==> src/rtl/core/per_process_block_allocator_assert.svh <==
// assertion macros for the per-process block allocator
`ifndef PER_PROCESS_BLOCK_ALLOCATOR_ASSERT_SVH
`define PER_PROCESS_BLOCK_ALLOCATOR_ASSERT_SVH
`ifndef SYNTHESIS
`define PPBA_ASSERT(label, expr) \
    label: assert property (@(posedge clk) disable iff (!rst_n) (expr)) \
        else $error("ppba assertion failed");
`define PPBA_ASSERT_IMP(label, pre, post) \
    label: assert property (@(posedge clk) disable iff (!rst_n) (pre) |-> (post)) \
        else $error("ppba assertion failed");
`else
`define PPBA_ASSERT(label, expr)
`define PPBA_ASSERT_IMP(label, pre, post)
`endif
`endif

==> src/rtl/core/ppba_pkg.sv <==
package ppba_pkg;

    localparam int MAX_BLOCKS = 64;
    localparam int IDX_W      = 6;
    localparam int ADDR_W     = 16;
    localparam int CAP_W      = ADDR_W + 1;
    localparam int OWNER_W    = 7;

    localparam logic [1:0] ACT_ALLOC  = 2'd0;
    localparam logic [1:0] ACT_FREE   = 2'd1;
    localparam logic [1:0] ACT_ACCESS = 2'd2;
    localparam logic [1:0] ACT_NONE   = 2'd3;

    localparam logic [2:0] ST_OK        = 3'd0;
    localparam logic [2:0] ST_FAULT     = 3'd1;
    localparam logic [2:0] ST_NOT_FOUND = 3'd2;
    localparam logic [2:0] ST_FULL      = 3'd3;
    localparam logic [2:0] ST_EXHAUSTED = 3'd4;

    typedef struct packed {
        logic [1:0]         action;
        logic [OWNER_W-1:0] owner_process;
        logic [ADDR_W-1:0]  request_size;
        logic [ADDR_W-1:0]  request_address;
    } req_t;

    typedef struct packed {
        logic [ADDR_W-1:0] result_address;
        logic [2:0]        status;
    } rsp_t;

    // running result of one sweep along the cells
    typedef struct packed {
        logic              go;
        logic              ue_f;
        logic [IDX_W-1:0]  ue_i;
        logic              fe_f;
        logic [IDX_W-1:0]  fe_i;
        logic              bf_f;
        logic [IDX_W-1:0]  bf_i;
        logic [CAP_W-1:0]  bf_cap;
        logic [CAP_W-1:0]  bf_base;
        logic              fm_f;
        logic [IDX_W-1:0]  fm_i;
        logic [CAP_W-1:0]  fm_base;
        logic [CAP_W-1:0]  fm_cap;
        logic              own_f;
        logic [IDX_W-1:0]  own_i;
        logic [CAP_W-1:0]  own_base;
        logic [CAP_W-1:0]  own_cap;
        logic              hit;
    } tok_t;

    // table update broadcast to all cells
    typedef struct packed {
        logic               uw_en;
        logic [IDX_W-1:0]   uw_idx;
        logic [OWNER_W-1:0] uw_owner;
        logic [CAP_W-1:0]   uw_base;
        logic [ADDR_W-1:0]  uw_len;
        logic [CAP_W-1:0]   uw_cap;
        logic               uc_en;
        logic [IDX_W-1:0]   uc_idx;
        logic               fw_en;
        logic [IDX_W-1:0]   fw_idx;
        logic [CAP_W-1:0]   fw_base;
        logic [CAP_W-1:0]   fw_cap;
        logic               fc_en;
        logic [IDX_W-1:0]   fc_idx;
    } cmd_t;

endpackage

==> src/rtl/core/ppba_cell.sv <==
module ppba_cell (
    input  logic                    clk,
    input  logic                    rst_n,
    input  logic [ppba_pkg::IDX_W-1:0] idx,
    input  ppba_pkg::req_t          req,
    input  ppba_pkg::cmd_t          cmd,
    input  ppba_pkg::tok_t          tok_in,
    output ppba_pkg::tok_t          tok_out
);
    import ppba_pkg::*;

    logic               used_valid_reg;
    logic [OWNER_W-1:0] used_owner_reg;
    logic [CAP_W-1:0]   used_base_reg;
    logic [ADDR_W-1:0]  used_len_reg;
    logic [CAP_W-1:0]   used_cap_reg;
    logic               free_valid_reg;
    logic [CAP_W-1:0]   free_base_reg;
    logic [CAP_W-1:0]   free_cap_reg;
    logic               go_reg;
    tok_t               tok_reg;
    tok_t               tok_next;
    logic               own;
    logic               cand;
    logic [CAP_W:0]     end_addr;

    always_comb
    begin
        own      = used_valid_reg && (used_owner_reg == req.owner_process);
        cand     = free_valid_reg && (free_cap_reg >= {1'b0, req.request_size});
        end_addr = {1'b0, used_base_reg} + {2'b0, used_len_reg};
        tok_next = tok_in;
        if (!tok_in.ue_f && !used_valid_reg)
        begin
            tok_next.ue_f = 1'b1;
            tok_next.ue_i = idx;
        end
        if (!tok_in.fe_f && !free_valid_reg)
        begin
            tok_next.fe_f = 1'b1;
            tok_next.fe_i = idx;
        end
        if (cand && (!tok_in.bf_f || free_cap_reg < tok_in.bf_cap ||
                     (free_cap_reg == tok_in.bf_cap && free_base_reg < tok_in.bf_base)))
        begin
            tok_next.bf_f    = 1'b1;
            tok_next.bf_i    = idx;
            tok_next.bf_cap  = free_cap_reg;
            tok_next.bf_base = free_base_reg;
        end
        if (!tok_in.fm_f && own && used_base_reg == {1'b0, req.request_address})
        begin
            tok_next.fm_f    = 1'b1;
            tok_next.fm_i    = idx;
            tok_next.fm_base = used_base_reg;
            tok_next.fm_cap  = used_cap_reg;
        end
        if (!tok_in.own_f && own)
        begin
            tok_next.own_f    = 1'b1;
            tok_next.own_i    = idx;
            tok_next.own_base = used_base_reg;
            tok_next.own_cap  = used_cap_reg;
        end
        if (own && {1'b0, req.request_address} >= used_base_reg &&
            {2'b0, req.request_address} < end_addr)
        begin
            tok_next.hit = 1'b1;
        end
    end

    always_ff @(posedge clk or negedge rst_n)
    begin
        if (!rst_n)
        begin
            used_valid_reg <= 1'b0;
            free_valid_reg <= 1'b0;
            go_reg         <= 1'b0;
        end
        else
        begin
            go_reg <= tok_in.go;
            if (cmd.uw_en && cmd.uw_idx == idx)
                used_valid_reg <= 1'b1;
            else if (cmd.uc_en && cmd.uc_idx == idx)
                used_valid_reg <= 1'b0;
            if (cmd.fw_en && cmd.fw_idx == idx)
                free_valid_reg <= 1'b1;
            else if (cmd.fc_en && cmd.fc_idx == idx)
                free_valid_reg <= 1'b0;
        end
    end

    always_ff @(posedge clk)
    begin
        tok_reg <= tok_next;
        if (cmd.uw_en && cmd.uw_idx == idx)
        begin
            used_owner_reg <= cmd.uw_owner;
            used_base_reg  <= cmd.uw_base;
            used_len_reg   <= cmd.uw_len;
            used_cap_reg   <= cmd.uw_cap;
        end
        if (cmd.fw_en && cmd.fw_idx == idx)
        begin
            free_base_reg <= cmd.fw_base;
            free_cap_reg  <= cmd.fw_cap;
        end
    end

    always_comb
    begin
        tok_out    = tok_reg;
        tok_out.go = go_reg;
    end

endmodule

==> config.mk <==
export PLATFORM = sky130hd
export DESIGN_NAME = ppba_cell
export DESIGN_NICKNAME = d
export VERILOG_FILES = /design/src/rtl/core/per_process_block_allocator_assert.svh /design/src/rtl/core/ppba_pkg.sv /design/src/rtl/core/ppba_cell.sv
export SDC_FILE = /design/constraint.sdc
export NUM_CORES = 1
export LEC_CHECK = 0
export BUFFER_PORTS_ARGS = -buffer_cell sky130_fd_sc_hd__buf_2
export CAP_MARGIN = 30
export CORE_AREA = 3 3 174 176
export CTS_BUF_LIST = sky130_fd_sc_hd__clkbuf_16
export DETAILED_ROUTE_END_ITERATION = 12
export DIE_AREA = 0 0 177 179
export PLACE_DENSITY = 0.59
export SYNTH_ARGS = -nofsm -noshare
export SYNTH_HDL_FRONTEND = slang
export SYNTH_SLANG_ARGS = --single-unit
export TNS_END_PERCENT = 20
==> constraint.sdc <==
create_clock -name clk -period 6.65 [get_ports clk]
set_clock_uncertainty 0.05 [all_clocks]
set_input_delay 1.33 -clock clk [delete_from_list [all_inputs] [get_ports clk]]
set_output_delay 1.33 -clock clk [all_outputs]
set_load 0.05 [all_outputs]
==> results_dict.tcl, run 1 <==
set metrics [dict create \
    grt_setup_unrepaired "no" \
    synth.cell_area_um2 10500 \
    cp_num_buf_inv 3 \
    floorplan_core_area_um2 28800 \
    drt_iter0_markers 300 \
    cp.arrival_ns 4.29 \
    worstSetupEndpointType "flip-flop" \
    dp_hpwl_um 24800 \
    cts_resized 0 \
    power_density_over_cell_area_nw_per_um2 269 \
    dr.pass1.iters 4 \
    final_min_period_over_clock_period 0.589 \
    antenna_found_initial 9 \
    timing.critical_path.slowest_cell_delay_ns 0.59 \
    ant_nets 0 \
    finalSetupViolCount 0 \
    timing.critical_path.max_delay_family "compound AO/OA/AOI/OAI gates" \
    postSynthRegisterBits 232 \
    number_of_flops_mapped_to_enable_cells_by_yosys 91 \
    cts_setup_buffers 0 \
    fin_util 0.485 \
    synth-seq-area-share 0.530 \
    syn-num-nets 1206 \
    cp_data_required_time_ns 7.03 \
    detail_route.vias_per_cell 4.64 \
    worst_r2r_path_depth 12 \
    cts_tree "done" \
    clock_sinks 232 \
    final.min_clock_period_ns 3.92 \
    routed-via-count 7741 \
    fp.dieArea_um2 31700 \
    power.static_leakage_uw 0.00659 \
    slew_headroom 0.424 \
    drc 0 \
    clkLatencyLatePin_ns 0.54 \
    grt_overflow 0 \
    max_clock_freq_ghz 0.255 \
    hold_class "flip-flop to flip-flop" \
    slew_violations 0 \
    path_cells "buf_2, inv_1, ha_1, a21o_1, a21oi_2, o21ai_1, a2111oi_2, o21ai_1, a21oi_4, buf_4, mux2_4" \
    numPortBuffers 443 \
    cts.reportedPaths.clkPinSlew_ns 0.06 \
    path_max_fanout 30 \
    layout-drive-gt1-share 0.489 \
    finalHoldWorstSlack_ns 0.447 \
    tightest_slew_ns 0.858 \
    grt_pass1_wl_um 45100 \
    num_io_pins 446 \
    setup-tns-final_ns 0 \
    run_status "complete, no violations" \
    vdd_drop_max_mv 0.172 \
    synth_flop_cell "dfxtp_1" \
    std_cell_rows 62 \
    cp.depth 11 \
    via_count_of_the_first_global_routing_pass 7846 \
    place.gp.congestion 0.822 \
    maxcap_violations 0 \
    synthCells 802 \
    synth_async_sr_flop_share 0.0129 \
    synth_area_per_cell_um2 13.1 \
    dieHeight_um 179 \
    drt-total-wl_um 31600 \
    most_common_cell_after_layout_fill_and_taps_aside "buf_2" \
    die_x_um 177 \
    layout.nets 1663 \
    clock_tree.htree_level_count 1 \
    commonest_non_fill_non_tap_cells_in_the_layout "443 x buf_2, 138 x dfxtp_1, 96 x ha_1, 91 x edfxtp_1, 89 x mux2_2" \
    cp_slowest_cell "buf_4" \
    hold_viol 0 \
    cts_buffer_depth 3 \
    synth.yosys.warnings 0 \
    clk_root_buffer_cell "clkbuf_16" \
    grt_max_degree 47 \
    post_synth_num_cell_types 57 \
    worstSetupPathType "input port to flip-flop" \
    hold-path-cell-count 1 \
    routedWlPerCell_um 18.9 \
    floorplan.initialDensity 0.365 \
    worstSetupStartpointType "input port" \
    crit_path_frequent_cell "o21ai_1" \
    tritoncts.num_buffers 26 \
    cts_hold_buf 0 \
    track_usage 0.188 \
    max_ffs_per_register 138 \
    syn2layout_area_growth_pct 33.0 \
]
cell families (layout without fill, tap and decap cells):
logic type	count (synthesis)	count (layout)	share of synthesized area
AOI/OAI and AO/OA	110	110	0.0701
adders and majority gates	97	97	0.116
and+or+nand+nor	98	98	0.0522
DFF	232	232	0.530
other	0	6	0
buffers and inverters	90	567	0.0397
xor gates and xnor gates	44	44	0.0367
muxes	131	131	0.155
power by group:
part	leakage, µW	switching, µW	internal, µW
logic	0.00415	486	273
clock network	0.000423	600	796
registers	0.00202	31.6	1570
total	0.00659	1120	2640
area by class of cell:
cell class / instances / area (µm²)
Clock inverter: 22 / 189
Timing Repair Buffer: 448 / 2250
Clock buffer: 26 / 651
Multi-Input combinational cell: 480 / 4540
Inverter: 71 / 267
Tap cell: 384 / 480
Sequential cell: 232 / 5570
Fill cell: 2682 / 14800
Antenna cell: 6 / 15.0
synth_stat cells, types with 2 or more instances:
cell / number / area, µm²
dfxtp_1: 138 / 2760
ha_1: 96 / 1200
edfxtp_1: 91 / 2730
mux2_2: 89 / 1000
inv_1: 71 / 267
mux2_4: 40 / 601
a21oi_1: 32 / 160
a21o_1: 23 / 173
xor2_1: 23 / 201
nor2_1: 22 / 82.6
xnor2_1: 21 / 184
nand4_1: 17 / 106
o21ai_0: 16 / 80.1
nand2b_1: 12 / 75.1
nand2_1: 9 / 33.8
nand3_1: 7 / 35.0
nor4_1: 6 / 37.5
clkbuf_1: 5 / 18.8
nor2b_1: 5 / 31.3
o21a_1: 5 / 37.5
a211oi_1: 4 / 30.0
and3_1: 4 / 25.0
buf_2: 4 / 20.0
buf_6: 4 / 45.0
clkbuf_8: 4 / 55.1
o21ai_1: 4 / 20.0
o31ai_1: 4 / 30.0
a211o_1: 3 / 26.3
a221oi_1: 3 / 26.3
dfrtp_1: 3 / 75.1
nand4b_1: 3 / 26.3
nor3_1: 3 / 15.0
o21bai_1: 3 / 22.5
and4_1: 2 / 17.5
mux2_1: 2 / 22.5
nor3b_1: 2 / 15.0
o41ai_1: 2 / 17.5
per-layer routing:
layer	global-route usage	routed length, µm	up-vias	share of wire
li1	-	-	3824	-
met3	0.0565	2490	58	0.079
met2	0.333	16000	278	0.51
met1	0.218	12200	3575	0.39
met5	0	34	-	0.0011
met4	0.0606	905	6	0.029
worst paths after layout:
| check | to | slack (ns) | startpoint |
|---|---|---|---|
| worst max-delay path | tok_out[98] | 2.73 | tok_in[111] |
| worst min-delay path | tok_out[14] | 0.45 | used_cap_reg[13] |
| worst max register to register | tok_out[0] | 2.84 | used_base_reg[3] |
| worst min register to register | tok_out[14] | 0.45 | used_cap_reg[13] |
| max in group asynchronous | used_valid_reg | 5.84 | rst_n |
| min in group asynchronous | free_valid_reg | 0.56 | rst_n |
per-stage QoR:
step | setup slack (ns) | total power [µW] | instance area (µm²) | instances
2_1_floorplan | 0.923 | 2160 | 10500 | 802
3_3_place_gp | 2.21 | 2390 | 13100 | 1615
3_5_place_dp | 2.17 | 2390 | 13100 | 1615
4_1_cts | 2.75 | 3810 | 14000 | 1663
5_1_grt | 2.62 | 3900 | 14000 | 1668
6_report | 2.73 | 3750 | 14000 | 1669
Power figures use the tool's default switching activity.
==> run 2: changes to the inputs <==
Settings changed: CORE_AREA 3 3 174 176 to 3 3 171 173, DIE_AREA 0 0 177 179 to 0 0 174 176, PLACE_DENSITY 0.59 to 0.61.
Clock period 6.65 ns to 4 ns, I/O delays scaled along.
==> results_dict.tcl, run 2 (synthesis gave the netlist of run 1 again) <==
set metrics [dict create \
    timing.critical_path.slowest_cell_delay_ns 0.48 \
    max_clock_freq_ghz 0.276 \
    slew_violations 0 \
    place.gp.congestion 0.844 \
    cp.arrival_ns 4.02 \
    commonest_non_fill_non_tap_cells_in_the_layout "443 x buf_2, 138 x dfxtp_1, 96 x ha_1, 91 x edfxtp_1, 89 x mux2_2" \
    power.static_leakage_uw 0.00663 \
    cts_setup_buffers 0 \
    clock_sinks 232 \
    worstSetupPathType "flip-flop to flip-flop" \
    postPlaceCellArea_um2 13200 \
    power_density_over_cell_area_nw_per_um2 449 \
    floorplan.initialDensity 0.378 \
    grt_setup_unrepaired "no" \
    cts.reportedPaths.clkPinSlew_ns 0.07 \
    dp_hpwl_um 25300 \
    track_usage 0.197 \
    fin_util 0.505 \
    finalSetupViolCount 0 \
    run_status "complete, no violations" \
    final_min_period_over_clock_period 0.906 \
    detail_route.vias_per_cell 4.66 \
    grt_pass1_wl_um 46000 \
    via_count_of_the_first_global_routing_pass 7939 \
    die_x_um 174 \
    cts_resized 0 \
    maxcap_violations 0 \
    tritoncts.num_buffers 26 \
    drc 0 \
    cts_hold_buf 0 \
    clk_root_buffer_cell "clkbuf_16" \
    most_common_cell_after_layout_fill_and_taps_aside "buf_2" \
    std_cell_rows 61 \
    clkLatencyLatePin_ns 0.54 \
    clock_tree.htree_level_count 1 \
    drt-total-wl_um 31800 \
    final.min_clock_period_ns 3.62 \
    routedWlPerCell_um 19.1 \
    dr.pass1.iters 5 \
    cp_data_required_time_ns 4.40 \
    cts_buffer_depth 3 \
    cp_num_buf_inv 0 \
    cp.depth 12 \
    path_max_fanout 4 \
    hold_class "input port to async pin" \
    layout.nets 1668 \
    syn2layout_area_growth_pct 33.6 \
    grt_max_degree 47 \
    hold_viol 0 \
    tightest_slew_ns 0.821 \
    grt_overflow 0 \
    timing.critical_path.max_delay_family "compound AO/OA/AOI/OAI gates" \
    numPortBuffers 443 \
    slew_headroom 0.451 \
    fp.dieArea_um2 30600 \
    max_ffs_per_register 138 \
    routed-via-count 7783 \
    num_io_pins 446 \
    path_cells "ha_1, o21ai_0, a21oi_1, o32ai_2, o21ai_1, a21o_1, a21oi_1, xor2_1, ha_1, a2111oi_0, o21ai_0, a311oi_1" \
    antenna_found_initial 5 \
    layout-drive-gt1-share 0.493 \
    fillerInstances 2603 \
    vdd_drop_max_mv 0.329 \
    setup-tns-final_ns 0 \
    worst_r2r_path_depth 12 \
    worstSetupEndpointType "flip-flop" \
    worstSetupStartpointType "flip-flop" \
    finalInstanceArea_um2 14000 \
    floorplan_core_area_um2 27800 \
    ant_nets 0 \
    dieHeight_um 176 \
    drt_iter0_markers 254 \
    cts_tree "done" \
    cp_slowest_cell "o32ai_2" \
]
## run 2: final timing paths
| path | from | end | slack, ns |
|---|---|---|---|
| worst max-delay path | used_base_reg[3] | tok_out[0] | 0.38 |
| worst min-delay path | rst_n | go_reg | 0.02 |
| worst max register to register | used_base_reg[3] | tok_out[0] | 0.38 |
| worst min register to register | used_cap_reg[7] | tok_out[49] | 0.44 |
| max in group asynchronous | rst_n | free_valid_reg | 3.74 |
| min in group clk | tok_in[138] | go_reg | 0.32 |
## run 2: per-stage QoR
step                      power (µW)  hold WS, ns  instances  setup WS (ns)
after floorplan                 3580        0.419        802          0.249
after global placement          3980        0.430       1614          0.451
after detailed placement        3990        0.435       1614          0.396
after CTS                       6380       0.0105       1662          0.376
after global routing            6560      0.00686       1667         0.0455
final                           6310       0.0240       1669          0.377
## run 2: area by class of cell
cell class              count  area [µm²]  area share
clock buffers              26         651      0.0464
flip-flops and latches    232        5570       0.397
clock inverters            22         201      0.0144
inverters                  71         267      0.0190
diodes                      7        17.5     0.00125
well taps                 378         473      0.0337
multi-input cells         480        4550       0.324
repair buffers            453        2300       0.164
## run 2: layer usage
metal | wire length, µm | part of all wire | up-vias | track usage
li1 | - | - | 3838 | -
met1 | 12500 | 0.39 | 3593 | 0.228
met2 | 16000 | 0.50 | 296 | 0.351
met3 | 2270 | 0.071 | 56 | 0.0538
met4 | 1040 | 0.033 | 0 | 0.0653
met5 | 0 | 0 | - | 0
## run 2: report_power, final
part / internal [µW] / total, µW / leakage, µW / switching (µW)
sequential: 2610 / 2660 / 0.00202 / 54.3
combinational: 462 / 1270 / 0.00418 / 813
clock: 1380 / 2370 / 0.000431 / 990
total: 4450 / 6310 / 0.00663 / 1860
